## config.mk

```make
export PLATFORM = sky130hd
export DESIGN_NAME = kti_divider
export DESIGN_NICKNAME = d
export VERILOG_FILES = /design/src/hdl/kti_pkg.sv /design/src/hdl/kti_divider.sv
export SDC_FILE = /design/constraint.sdc
export NUM_CORES = 1
export LEC_CHECK = 0
export ABC_AREA = 0
export BUFFER_PORTS_ARGS = -buffer_cell sky130_fd_sc_hd__buf_2
export CAP_MARGIN = 30
export CORE_MARGIN = 2
export CORE_UTILIZATION = 40
export CTS_BUF_LIST = sky130_fd_sc_hd__clkbuf_8 sky130_fd_sc_hd__clkbuf_16
export CTS_CLUSTER_SIZE = 10
export DETAILED_ROUTE_END_ITERATION = 16
export PLACE_DENSITY = 0.67
export SYNTH_ARGS = -nofsm -noshare
export SYNTH_HDL_FRONTEND = slang
export SYNTH_SLANG_ARGS = --single-unit
```

## constraint.sdc

```tcl
create_clock -name clk -period 4.8 [get_ports clk]
set_clock_uncertainty 0.2 [all_clocks]
set_input_delay 0.72 -clock clk [delete_from_list [all_inputs] [get_ports clk]]
set_output_delay 0.72 -clock clk [all_outputs]
set_load 0.005 [all_outputs]
```

## src/hdl/kti_pkg.sv

```systemverilog
// ----------------------------------------------------------------------------
// kti_pkg
// Shared types and constants for the keyframe track interpolator.
// ----------------------------------------------------------------------------
`default_nettype none

package kti_pkg;

    localparam int MAX_ENTITIES  = 64;
    localparam int MAX_KEYFRAMES = 256;
    localparam int ENT_W         = $clog2(MAX_ENTITIES);
    localparam int KF_W          = $clog2(MAX_KEYFRAMES);
    localparam int CNT_W         = KF_W + 1;
    localparam int COMP_W        = 4;
    localparam int KF_ADDR_W     = ENT_W + KF_W + COMP_W;
    localparam int DIV_STEPS     = 16;
    localparam int T_W           = 17;

    localparam logic [COMP_W-1:0] COMP_TS        = 4'd0;
    localparam logic [COMP_W-1:0] COMP_LAST      = 4'd12;
    localparam logic [31:0]       TICK_RESET     = 32'd1092;
    localparam logic [T_W-1:0]    T_ONE          = 17'h10000;
    localparam logic [CNT_W-1:0]  CNT_MAX        = CNT_W'(MAX_KEYFRAMES);

    typedef enum logic [2:0] {
        ACT_WRITE   = 3'd0,
        ACT_SET_CNT = 3'd1,
        ACT_APPEND  = 3'd2,
        ACT_EVAL    = 3'd3,
        ACT_ADVANCE = 3'd4
    } action_t;

    typedef enum logic [3:0] {
        ST_IDLE,
        ST_TRACK,
        ST_WALK_RD,
        ST_WALK_CHK,
        ST_IDX_WR,
        ST_TS0_RD,
        ST_TS1_RD,
        ST_GAP,
        ST_DIV,
        ST_BL_A,
        ST_BL_B,
        ST_BL_MUL,
        ST_BL_SUM
    } state_t;

    typedef struct packed {
        logic [2:0]        action;
        logic [ENT_W-1:0]  entity;
        logic [KF_W-1:0]   slot;
        logic [COMP_W-1:0] component;
        logic signed [31:0] value;
        logic [CNT_W-1:0]  count;
    } req_item_t;

    typedef struct packed {
        logic [ENT_W-1:0]   entity_out;
        logic [1:0]         kind;
        logic signed [31:0] x_value;
        logic signed [31:0] y_value;
        logic signed [31:0] z_value;
        logic               last;
    } res_item_t;

    typedef struct packed {
        logic [CNT_W-1:0] count;
        logic [KF_W-1:0]  index;
    } track_t;

endpackage

`default_nettype wire

```

## src/hdl/kti_divider.sv

```systemverilog
// ----------------------------------------------------------------------------
// kti_divider
// Restoring divider, one quotient bit per cycle: (dividend << 16) / divisor,
// for dividend < divisor, giving a 16-bit fraction.
// ----------------------------------------------------------------------------
`default_nettype none

module kti_divider (
    input  wire logic        clk,
    input  wire logic        rst_n,
    input  wire logic        start,
    input  wire logic [31:0] dividend,
    input  wire logic [31:0] divisor,
    output logic             done,
    output logic [15:0]      quotient
);
    import kti_pkg::*;

    logic        run_reg, run_next;
    logic        done_reg, done_next;
    logic [4:0]  cnt_reg, cnt_next;
    logic [31:0] rem_reg, rem_next;
    logic [31:0] div_reg, div_next;
    logic [15:0] q_reg, q_next;
    logic [32:0] shifted;
    logic [32:0] diff;
    logic        ge;

    always_comb
    begin
        shifted   = {rem_reg, 1'b0};
        diff      = shifted - {1'b0, div_reg};
        ge        = (shifted >= {1'b0, div_reg});
        run_next  = run_reg;
        done_next = 1'b0;
        cnt_next  = cnt_reg;
        rem_next  = rem_reg;
        div_next  = div_reg;
        q_next    = q_reg;
        if (start)
        begin
            run_next = 1'b1;
            cnt_next = '0;
            rem_next = dividend;
            div_next = divisor;
            q_next   = '0;
        end
        else if (run_reg)
        begin
            // remainder stays below the divisor, so 32 bits hold it
            rem_next = ge ? diff[31:0] : shifted[31:0];
            q_next   = {q_reg[14:0], ge};
            cnt_next = cnt_reg + 5'd1;
            if (cnt_reg == 5'(DIV_STEPS - 1))
            begin
                run_next  = 1'b0;
                done_next = 1'b1;
            end
        end
    end

    always_ff @(posedge clk or negedge rst_n)
    begin
        if (!rst_n)
        begin
            run_reg  <= 1'b0;
            done_reg <= 1'b0;
            cnt_reg  <= '0;
        end
        else
        begin
            run_reg  <= run_next;
            done_reg <= done_next;
            cnt_reg  <= cnt_next;
        end
    end

    always_ff @(posedge clk)
    begin
        rem_reg <= rem_next;
        div_reg <= div_next;
        q_reg   <= q_next;
    end

    assign done     = done_reg;
    assign quotient = q_reg;

endmodule

`default_nettype wire

```

Word level (Yosys, flattened, before mapping)
Cells that the tools add are included.
{"block": "word_totals", "n_memories": 0, "reg_bits": 87, "latch_bits": 0, "romBits": 0, "ramBits": 0, "wordCells": 22, "inputBits": 67}
{"block": "classes", "eq_ne": 1, "bitwise": 0, "div": 0, "shifts": 0, "order_cmp": 1, "n_mux": 11, "mul": 0, "n_reduce_logical": 1, "addsub": 2}
{"op": "$mux 32", "count": 3}
{"op": "$ge 33x32->1", "count": 1}
{"op": "$sub 32x32->32", "count": 1}
{"op": "$mux 5", "count": 2}
{"op": "$mux 1", "count": 6}
{"op": "$add 5x1->5 const B", "count": 1}
{"op": "$eq 5x4->1 const B", "count": 1}
{"op": "$reduce_bool 2->1", "count": 1}

Depth between registers and ports, before layout
{"block": "logic_depth", "word_depth": 4, "mapped_depth": 13, "depth_no_buf": 11}

Least setup slack after synthesis
Ideal clock, no wire load.
{"block": "synth_path", "kind": "register to register", "start": "reg rem_reg[9]", "end": "reg rem_reg[30] (data pin)", "path_slack_ns": 1.663, "period_less_slack_ns": 3.137, "setup_ns": 0.257, "path_stages_with_launch": 12, "arrival_time_ns": 2.679, "required_ns": 4.343, "path_cell_list": "edfxtp_1 -> ha_1 -> and3_1 -> buf_2 -> a221oi_1 -> o21ai_1 -> a31oi_1 -> o31ai_1 -> a221o_1 -> or4_1 -> nand4b_1 -> a21oi_1"}
{"block": "synth_via", "elab_chain_len": 4, "word_cells_on_any_way": 5}
{"item": "start, declared", "line": "kti_divider.sv:22", "source": "logic [31:0] rem_reg, rem_next;"}
{"item": "start signal, assigned", "line": "kti_divider.sv:80", "source": "rem_reg <= rem_next;"}
{"item": "$sub 32x32->32 / $ge 33x32->1 (equally long branches)", "line": "kti_divider.sv:32, kti_divider.sv:33"}
{"item": "$mux 32 *", "line": "kti_divider.sv:51", "source": "rem_next = ge ? diff[31:0] : shifted[31:0];"}
{"item": "$mux 32 *", "line": "kti_divider.sv:48", "source": "else if (run_reg)"}
{"item": "$mux 32 *", "line": "kti_divider.sv:40", "source": "if (start)"}
{"item": "via rem_next[30]", "line": "kti_divider.sv:22"}
Mark *: on every way through the listed nets, which the timed path passes. The rest lies on a longest branch. The select of a mux whose other input is x is not followed.
A chain may end at the register's enable or synchronous reset.

Final worst setup path
{"block": "layout_path", "start": "reg rem_reg[9]", "end": "reg rem_reg[1] (data pin)"}
{"block": "layout_via", "elab_chain_len": 4}
{"item": "$ge 33x32->1", "line": "kti_divider.sv:33", "source": "ge = (shifted >= {1'b0, div_reg});"}
{"item": "$mux 32", "line": "kti_divider.sv:51"}
{"item": "$mux 32", "line": "kti_divider.sv:48"}
{"item": "$mux 32", "line": "kti_divider.sv:40"}
{"item": "via rem_next[1]", "line": "kti_divider.sv:22"}
The timed path passes the listed nets, and every way through them passes these cells. The select of a mux whose other input is x is not followed.

==> implementation parameters <==
Parameter                              Value

Power
  Worst IR Drop VDD ... about 0.31 mV
  Part of the total power dissipated in combinational logic ... 0.528
  Leakage Power ... just under 3 nW
  Post-layout power ... a little under 4 mW
  Net Sw Power ... roughly 1.6 mW
  Switching fraction of total power ... 0.414
  Proportion of power drawn by the clock network ... 0.183
  Sequential share of power ... 0.289
  Pwr/cell area ... approximately 630 mW/mm^2
  Internal ... about 2.3 mW

Clock tree
  Worst skew pair latency ... about 0.36 ns
  CTS Buf Count ... 9
  Largest buffer count on any clock path ... 2
  CTS clk-pin slew, worst paths ... 0.07 ns
  TritonCTS clock tree ... built
  Root buffer cell ... clkbuf_16
  Post-CTS setup-driven buffer insertion count ... 0
  H-tree depth reported by CTS ... 3
  TritonCTS sink count ... 87

Drt
  ANT nets after route ... 0
  Iteration count of the initial detailed-routing pass ... 5
  Residual DRC ... 0
  Initial drt markers ... 214
  Total via count in the routed design ... between 4000 and 5000
  Post-detailed-routing wire length ... around 12000 um
  Via density ... between 5 and 6
  Detailed-route wire length per cell ... roughly 15 um

Timing
  Actual slew at the worst max-slew pin ... 0.835 ns
  Final hold violation count ... 0
  Share of the cycle needed by the critical path after routing ... 0.778
  Worst hold-check slack ... 0.325 ns
  Maximum frequency from static timing analysis ... around 0.27 GHz
  Min cycle time layout ... 3.73 ns
  Tightest slew margin relative to the limit ... 0.443
  Count of final max-slew check failures ... 0
  RSZ-0062 raised after global routing ... no
  Sum of negative setup slack ... 0 ns
  Setup violations, final ... 0

Placed design
  Post-Place Cell Area ... just under 0.006 mm^2
  RePlAce Congestion ... about 0.90
  Number of port buffers ... 83
  DP HPWL ... 8890 um

Outcome
  Result of the run ... completed

Floorplan
  Number of core rows ... 42
  DIE WIDTH ... approximately 120 um
  Die ar. ... approximately 0.014 mm^2
  Starting Density ... 0.408
  Top-Level Pins ... 84
  Core Box Area ... approximately 0.013 mm^2
  Die height ... 120 um

Layout
  # nets final ... between 700 and 800
  ANT cells ... 0
  Leading cell types in the layout, fill and taps excluded ... 82 x buf_2, 64 x edfxtp_1, 45 x inv_1
  Final design instance area without fill ... 0.00627 mm^2
  Most common library cell in the layout ignoring fill and taps ... buf_2
  Fraction of layout cells with a size suffix above 1 ... 0.183
  Filler Cells Inserted ... around 1200
  Fin util ... 0.477
  Layout overhead on the synthesized area ... 17.0%

Logic synthesis
  Cell variety after synth ... 55
  Yosys Warn Count ... 0
  Share of the yosys chip area belonging to registers ... 0.451
  Net count of the mapped netlist ... 640
  Flip-flop cell with the highest count after synthesis ... edfxtp_1
  Async SR Flop Fraction ... 0.0805
  Post-synthesis instance total ... between 500 and 600
  Area of the mapped netlist ... ~0.0054 mm^2
  Avg Synthesized Cell Area ... approximately 10 um^2
  Number of synthesized flops with an enable pin ... 64
  Count of state elements after synthesis ... 87

Critical path
  Critical Path Source Type ... flop
  Data required time of the critical path ... about 4.7 ns
  Crit. End Element ... flop
  Biggest fanout along the worst timing path ... 28
  Worst path arrival time ... 3.64 ns
  Path type of the worst setup path ... reg -> reg

Global route
  First-pass GRT wire length ... between 20000 and 25000 um
  Number of antenna violations at the first check in global routing ... 0
  Total global routing overflow ... 0
  Overall track demand over capacity in global routing ... 0.177
  Maximum number of pins on one net before global-route repair ... 56
  Vias in the first global route ... ~4300

Hold path
  Path type of the worst min-delay path ... reg -> reg

Run
  Maxcap violations ... 0
[area by class of cell]
class | instances | area (um^2) | share of cell area
Multi-Input combinational cell | 380 | 2660 | 0.425
Sequential cell | 87 | 2420 | 0.386
Timing Repair Buffer | 88 | 490 | 0.0783
Clock buffer | 9 | 225 | 0.0359
Tap cell | 176 | 220 | 0.0351
Inverter | 45 | 169 | 0.0270
Clock inverter | 7 | 81.3 | 0.0130
[synth_stat cells (3+ instances only)]
cell type / count / area (um^2)
nor2b_1: 7 / 43.8
o21ai_0: 39 / 195
o21bai_1: 3 / 22.5
a22oi_1: 3 / 22.5
edfxtp_1: 64 / 1920
ha_1: 34 / 425
xnor2_1: 17 / 149
o31ai_1: 5 / 37.5
clkbuf_1: 19 / 71.3
nor2_1: 36 / 135
a221o_1: 3 / 30.0
inv_1: 45 / 169
o311ai_0: 4 / 35.0
xor2_1: 13 / 114
and3_1: 5 / 31.3
nand2_1: 44 / 165
or2_2: 5 / 31.3
mux2i_1: 37 / 370
dfrtp_1: 7 / 175
nand2b_1: 3 / 18.8
nand3b_1: 3 / 22.5
a221oi_1: 3 / 26.3
dfxtp_1: 16 / 320
nand3_1: 8 / 40.0
o21ai_1: 3 / 15.0
o21a_1: 3 / 22.5
nor3_1: 8 / 40.0
a21oi_1: 31 / 155
a21o_1: 26 / 195
nand4_1: 6 / 37.5
a211oi_1: 4 / 30.0
a31oi_1: 5 / 31.3
[final timing paths]
path	depth (start not counted)	to	slack, ns	startpoint
min	2	quotient[9]	0.32	quotient[9]
min reg2reg	2	quotient[9]	0.32	quotient[9]
min in group asynchronous	2	cnt_reg[1]	0.51	rst_n
max in group asynchronous	2	cnt_reg[4]	3.73	rst_n
max	11	rem_reg[1]	1.07	rem_reg[9]
max reg2reg	11	rem_reg[1]	1.07	rem_reg[9]
[worst max-delay path, stage by stage (launching register included)]
cell,delay [ns]
edfxtp_1,0.39
ha_1,0.40
and3_1,0.27
a31oi_1,0.17
o21ai_1,0.10
a41oi_2,0.24
o21bai_1,0.16
a211o_1,0.37
o21ai_4,0.53
buf_12,0.28
mux2i_1,0.10
mux2_2,0.26
[metrics by stage]
step / instances / setup slack (ns)
2_1_floorplan: 538 / 1.66
3_3_place_gp: 774 / 1.23
3_5_place_dp: 775 / 1.14
4_1_cts: 792 / 1.08
5_1_grt: 792 / 0.865
6_report: 792 / 1.07
[cells by family (layout without fill, tap and decap cells)]
group | Yosys count | after routing | synth area share
AOI/OAI and AO/OA | 145 | 145 | 0.176
xor gates and xnor gates | 30 | 30 | 0.0491
DFF | 87 | 87 | 0.451
buffers and inverters | 71 | 149 | 0.0530
adders and majority gates | 35 | 35 | 0.0832
and+or+nand+nor | 131 | 131 | 0.114
muxes | 39 | 39 | 0.0733
[per-layer routing]
metal,global-route usage,vias to the layer above,share of wire
li1,-,2093,-
met1,0.231,1995,0.47
met2,0.288,103,0.47
met3,0.0452,9,0.045
met4,0.0551,0,0.0099
met5,0,-,0
[power by group through the flow]
stage / logic, mW / clock network [mW] / registers (mW)
after floorplan: 1.62 / 0 / 1.11
after global placement: 2.00 / 0 / 1.14
after detailed placement: 2.04 / 0 / 1.15
after CTS: 2.06 / 0.737 / 1.14
after global routing: 2.30 / 0.760 / 1.16
final: 2.08 / 0.719 / 1.14
[what timing repair did]
item / CTS / global route
resized for setup: 0 / 0
hold buffers: 1 / 0
endpoints found under the hold margin: 7 / 0
No activity file was read; power rests on OpenSTA's default activity.
